### config.mk
export PLATFORM = sky130hd
export DESIGN_NAME = tkps_ctrl
export DESIGN_NICKNAME = d
export VERILOG_FILES = /design/src/hw/rtl/tkps_pkg.sv /design/src/hw/rtl/tkps_ctrl.sv
export SDC_FILE = /design/constraint.sdc
export NUM_CORES = 1
export LEC_CHECK = 0
export BUFFER_PORTS_ARGS = -buffer_cell sky130_fd_sc_hd__buf_4
export CAP_MARGIN = 0
export CORE_AREA = 2 2 39 41
export DETAILED_ROUTE_END_ITERATION = 16
export DIE_AREA = 0 0 41 43
export SYNTH_ARGS = -nofsm -noshare
export SYNTH_HDL_FRONTEND = slang
export SYNTH_SLANG_ARGS = --single-unit
### constraint.sdc
create_clock -name clk_i -period 1.46 [get_ports clk_i]
set_clock_uncertainty 0.1 [all_clocks]
set_input_delay 0.146 -clock clk_i [delete_from_list [all_inputs] [get_ports clk_i]]
set_output_delay 0.146 -clock clk_i [all_outputs]
set_load 0.01 [all_outputs]
### src/hw/rtl/tkps_pkg.sv
// Shared types and constants for the top-k scored pair selector.
package tkps_pkg;

  localparam int Capacity = 1024;
  localparam int IdxW     = $clog2(Capacity);
  localparam int FillW    = $clog2(Capacity + 1);
  localparam int ScoreW   = 13;
  localparam int GeneW    = 12;
  localparam int AgeW     = 32;
  localparam int RankW    = 10;
  localparam int StatW    = 3;

  localparam logic [StatW-1:0] StBelowThr = 3'd0;
  localparam logic [StatW-1:0] StInserted = 3'd1;
  localparam logic [StatW-1:0] StReplaced = 3'd2;
  localparam logic [StatW-1:0] StBelowMin = 3'd3;
  localparam logic [StatW-1:0] StExtract  = 3'd4;
  localparam logic [StatW-1:0] StEmpty    = 3'd5;

  localparam logic RegMinWeight = 1'b0;
  localparam logic RegMaxWeight = 1'b1;

  localparam logic OpOffer   = 1'b0;
  localparam logic OpExtract = 1'b1;

  typedef struct packed {
    logic              op;
    logic [GeneW-1:0]  first_index;
    logic [GeneW-1:0]  second_index;
    logic [ScoreW-1:0] direct_count;
    logic [ScoreW-1:0] alternate_count;
  } in_item_t;

  typedef struct packed {
    logic [StatW-1:0]  status;
    logic [GeneW-1:0]  out_first;
    logic [GeneW-1:0]  out_second;
    logic              out_alternate;
    logic [ScoreW-1:0] out_score;
    logic [RankW-1:0]  out_rank;
    logic [FillW-1:0]  fill;
  } out_item_t;

  typedef struct packed {
    logic [GeneW-1:0]  first;
    logic [GeneW-1:0]  second;
    logic              alt;
    logic [ScoreW-1:0] score;
    logic [AgeW-1:0]   age;
  } entry_t;

  typedef enum logic [2:0] {
    S_IDLE,
    S_DECIDE,
    S_SCAN,
    S_LAST_RD,
    S_LAST_WR,
    S_OUT
  } state_e;

  typedef struct packed {
    logic load_item;
    logic set_thr;
    logic insert;
    logic set_empty;
    logic scan_start;
    logic scan_run;
    logic replace;
    logic read_last;
    logic extract;
    logic publish;
  } cmd_t;

  typedef struct packed {
    logic is_extract;
    logic below_thr;
    logic not_full;
    logic empty;
    logic scan_done;
    logic out_free;
  } stat_t;

endpackage

### src/hw/rtl/tkps_ctrl.sv
// Sequencing state machine for the selector.
module tkps_ctrl import tkps_pkg::*; (
  input  logic  clk_i,
  input  logic  rst_ni,
  input  logic  in_valid_i,
  output logic  in_ready_o,
  input  stat_t stat_i,
  output cmd_t  cmd_o
);

  state_e state_q, state_d;

  always_ff @(posedge clk_i or negedge rst_ni) begin
    if (!rst_ni) begin
      state_q <= S_IDLE;
    end else begin
      state_q <= state_d;
    end
  end

  always_comb begin
    state_d    = state_q;
    cmd_o      = '0;
    in_ready_o = 1'b0;
    unique case (state_q)
      S_IDLE: begin
        in_ready_o = 1'b1;
        if (in_valid_i) begin
          cmd_o.load_item = 1'b1;
          state_d         = S_DECIDE;
        end
      end
      S_DECIDE: begin
        if (stat_i.is_extract) begin
          if (stat_i.empty) begin
            cmd_o.set_empty = 1'b1;
            state_d         = S_OUT;
          end else begin
            cmd_o.scan_start = 1'b1;
            state_d          = S_SCAN;
          end
        end else if (stat_i.below_thr) begin
          cmd_o.set_thr = 1'b1;
          state_d       = S_OUT;
        end else if (stat_i.not_full) begin
          cmd_o.insert = 1'b1;
          state_d      = S_OUT;
        end else begin
          cmd_o.scan_start = 1'b1;
          state_d          = S_SCAN;
        end
      end
      S_SCAN: begin
        if (stat_i.scan_done) begin
          if (stat_i.is_extract) begin
            cmd_o.read_last = 1'b1;
            state_d         = S_LAST_RD;
          end else begin
            cmd_o.replace = 1'b1;
            state_d       = S_OUT;
          end
        end else begin
          cmd_o.scan_run = 1'b1;
        end
      end
      S_LAST_RD: state_d = S_LAST_WR;
      S_LAST_WR: begin
        cmd_o.extract = 1'b1;
        state_d       = S_OUT;
      end
      S_OUT: begin
        if (stat_i.out_free) begin
          cmd_o.publish = 1'b1;
          state_d       = S_IDLE;
        end
      end
      default: state_d = S_IDLE;
    endcase
  end

endmodule

* Word-level counts from Yosys, hierarchy flattened
Index checks and enable logic that the tools add are counted.
** Operators by class
- Multipliers :: 0
- Reductions and logical operators :: 2
- Bitwise gates (word level) :: 0
- Div/mod/pow operators :: 0
- Mux-type cells :: 31
- Shift operators :: 0
- Order comparisons :: 0
- Eq/ne operators :: 8
- $add $sub $neg :: 0
** Operators by type and width (count)
- 2-to-1 mux 3 bit :: 9
- 2-to-1 mux 1 bit :: 18
- one-hot mux 3 bit (6 select lines) :: 1
- equality test 3 x 2 -> 1 bit (second input constant) :: 2
- equality test 3 bit (second input constant) :: 2
- inequality test 2 bit (second input constant) :: 3
- 2-to-1 mux 2 bit :: 2
- 2-to-1 mux 4 bit :: 1
- equality test 3 x 1 -> 1 bit (second input constant) :: 1
- zero test 3 bit :: 1
- AND reduction 3 bit :: 1
** Storage, ports and cells
- Memory bits (read-only) :: 0
- Output and inout port bits :: 11
- RAM bits :: 0
- Bits of input ports :: 9
- Bits in latches :: 0
- Bits in registers :: 3
- Memories :: 0
- Word-level logic and storage cells :: 42

* Logic depth before layout (Yosys ltp)
- Word-level depth :: 4
- Mapped depth :: 4
- Depth with buffers taken out :: 3

* Least setup slack after synthesis
Ideal clock, no wire load.
- Path type :: register to output
- Start :: register state_q[0]
- End :: output cmd_o[9] (netlist name)
- Path slack :: 0.124 ns
- Stages on the path, launching flop included :: 4
- Required time :: 1.214 ns
- Data arrival time :: 1.090 ns
- Path buffers :: 1
- Path through :: dfrtp_1 > buf_2 > nor3_1 > and2_1
** RTL lines
- from (decl) :: line tkps_ctrl.sv:11 : state_e state_q, state_d;
- from (signal assigned) :: line tkps_ctrl.sv:17 : state_q <= state_d;
- to (decl) :: line tkps_ctrl.sv:8 : output cmd_t cmd_o

==> impl_metrics.env <==
export IMPL_outcome="finished with violations"
export IMPL_violations="setup timing"
export IMPL_grt_pass1_wl_um=1660
export IMPL_largest_reg_flops=3
export IMPL_syn_nets=49
export IMPL_cts_root_buffer="clkbuf_4"
export IMPL_diodes=0
export IMPL_drc=0
export IMPL_avgSynthCellArea_um2=7.35
export IMPL_clk_latency_ns=0.24
export IMPL_r2r_start="state_q[0]"
export IMPL_synth_seq_area_share_pct=25.5
export IMPL_cp_num_buf_inv=1
export IMPL_cts_buffers=3
export IMPL_rsz0062_at_grt="true"
export IMPL_min_path_type="in2async"
export IMPL_r2r_slack_ns=0.19
export IMPL_hpwl_um=613
export IMPL_io_buffers=19
export IMPL_maxSlewViolCount=0
export IMPL_power_mw=1.01
export IMPL_postLayoutSetupSlackWorst_ns=-0.000658
export IMPL_slowest_stage="dfrtp_2"
export IMPL_layout_commonest_cell="buf_4"
export IMPL_core_area_um2=1380
export IMPL_cts_tree="yes"
export IMPL_top_register="state_q"
export IMPL_ios=20
export IMPL_period_share_pct=100
export IMPL_ff2ff_path_depth=5
export IMPL_grt_pass1_vias=388
export IMPL_layout_min_cycle_time_ns=1.46
export IMPL_fin_nets=81
export IMPL_cp_end_kind="output port"
export IMPL_setup_viol=1
export IMPL_drv_cap=0
export IMPL_rows=14
export IMPL_start_kind="register"
export IMPL_antenna_found_initial=0
export IMPL_final_cell_mix="buf_4 (25), nand2_1 (4), nor2_1 (3), clkbuf_4 (3)"
export IMPL_overflow=0
export IMPL_clk_pin_slew_ns=0.04
export IMPL_area_growth_pct=99.6
export IMPL_synthDistinctLibCells=24
export IMPL_worstSetupPathType="reg2out"
export IMPL_pwr_density_cell_nw_per_um2=1720
export IMPL_clockBufferDepth=2
export IMPL_cts_max_level=1
export IMPL_clock_sinks=3
export IMPL_dieArea_um2=1760
export IMPL_cp_arrival_ns=1.21
export IMPL_routed_via_count=411
export IMPL_path_delay_family="flip-flops"
export IMPL_fin_util_pct=42.4
export IMPL_rr_endpoint="state_q[1]"
export IMPL_critPathMaxStageDelay_ns=0.45
export IMPL_top_regs="state_q x3"
export IMPL_routed_via_density=4.72
export IMPL_grt_max_degree=9
export IMPL_gp_congestion=0.707
export IMPL_cp_cell_sequence="nand2b_4 > nor2_4 > and4b_2 > buf_6"
export IMPL_post_route_cells_drive_above_1_share_pct=60.6
export IMPL_antenna_left=0
export IMPL_firstDrtPassIters=4
export IMPL_p_leak_nw=0.283
export IMPL_synthCells=40
export IMPL_wl_um=996
export IMPL_routedWlPerCell_um=11.4
export IMPL_yosysWarnings=0
export IMPL_die_h_um=43
export IMPL_slew_headroom_pct=83.7
export IMPL_cp_data_required_time_ns=1.21
export IMPL_irDropWorstVdd_v=0.000738
export IMPL_cp_max_fo=7
export IMPL_clock_fmax_mhz=685
export IMPL_setup_tns_ns=-0.000658
export IMPL_grt_usage_pct=14.0
export IMPL_first_iter_violations=7
export IMPL_die_x_um=41
export IMPL_worst_pin_slew_ns=0.243
export IMPL_finalHoldViolations=0
export IMPL_floorplan_initialDensity_pct=21.2
export IMPL_ys_ff_latch=3
export IMPL_mappedNetlistArea_um2=294
==> power by group <==
part           switching, mW  internal [mW]
combinational          0.290          0.362
sequential            0.0780          0.128
clock                 0.0493          0.103
total                  0.418          0.592
==> cells by family after synthesis <==
kind of cell / Yosys count / synth area share, %
compound gates: 9 / 23.0
simple gates: 24 / 45.5
flops: 3 / 25.5
buf+inv: 4 / 5.96
==> worst register-to-register path: cells and delay by family (launching register included) <==
| family | cells | cell delay [ns] |
|---|---|---|
| AND/OR/NAND/NOR | 1 | 0.09 |
| flip-flops | 1 | 0.45 |
| buffers and inverters | 2 | 0.26 |
| AO/OA/AOI/OAI | 2 | 0.29 |
==> cells in the mapped netlist (all sizes together) <==
cell,count,area share (%)
nand2b,3,6.4
nor4,1,2.1
o31ai,1,2.6
buf,2,3.4
a21oi,2,4.7
nand2,4,5.1
o21ai,1,1.7
dfrtp,3,26
nor2b,2,4.3
a32oi,1,3.0
and4b,1,3.8
nor3,1,1.7
nand3,1,1.7
or3,1,3.8
inv,2,2.6
and2,2,4.3
and3,2,4.7
a21o,1,2.6
a211o,1,3.0
nor2,6,7.7
a211oi,1,2.6
o311ai,1,3.0
==> worst max path at each step <==
| stage | start | to | slack [ns] | cells after the start |
|---|---|---|---|---|
| floorplan | state_q[0] | cmd_o[9] | 0.12 | 3 |
| global placement | state_q[0] | cmd_o[7] | 0.14 | 4 |
| detailed placement | state_q[0] | cmd_o[7] | 0.10 | 4 |
| CTS | state_q[0] | cmd_o[7] | -0.01 | 4 |
| global route | state_q[0] | cmd_o[7] | -0.07 | 4 |
| finish | state_q[0] | cmd_o[7] | -0.0007 | 4 |
==> metal layers <==
metal / wire length, um / global-route usage (%)
met5: 0 / 0
met4: 0 / 8.00
met3: 67 / 5.24
met2: 509 / 20.0
met1: 418 / 17.2
==> layout make-up <==
class,count,area (um2)
flip-flops and latches,3,77.6
clock buffers,4,26.3
well taps,16,20.0
inverters,2,7.51
multi-input cells,33,231
fillers,149,797
repair buffers,29,224
==> stage by stage <==
step                hold WS (ns)  setup slack [ns]  std cells  instance area (um2)
finish                     0.133         -0.000658         87                  587
global placement          -0.163             0.137         75                  462
global route               0.143           -0.0679         87                  587
floorplan                 -0.250             0.124         40                  294
detailed placement        -0.163             0.101         75                  462
CTS                        0.128           -0.0139         84                  551
==> repair_timing <==
action / CTS / global route
gates cloned: 0 / 0
setup buffers: 4 / 3
setup endpoints to repair: 8 / 8
pin swaps: 2 / 3
hold endpoints to repair: 3 / 0
resized for setup: 7 / 5
hold buffers: 1 / 0
No activity file was read; power rests on OpenSTA's default activity.
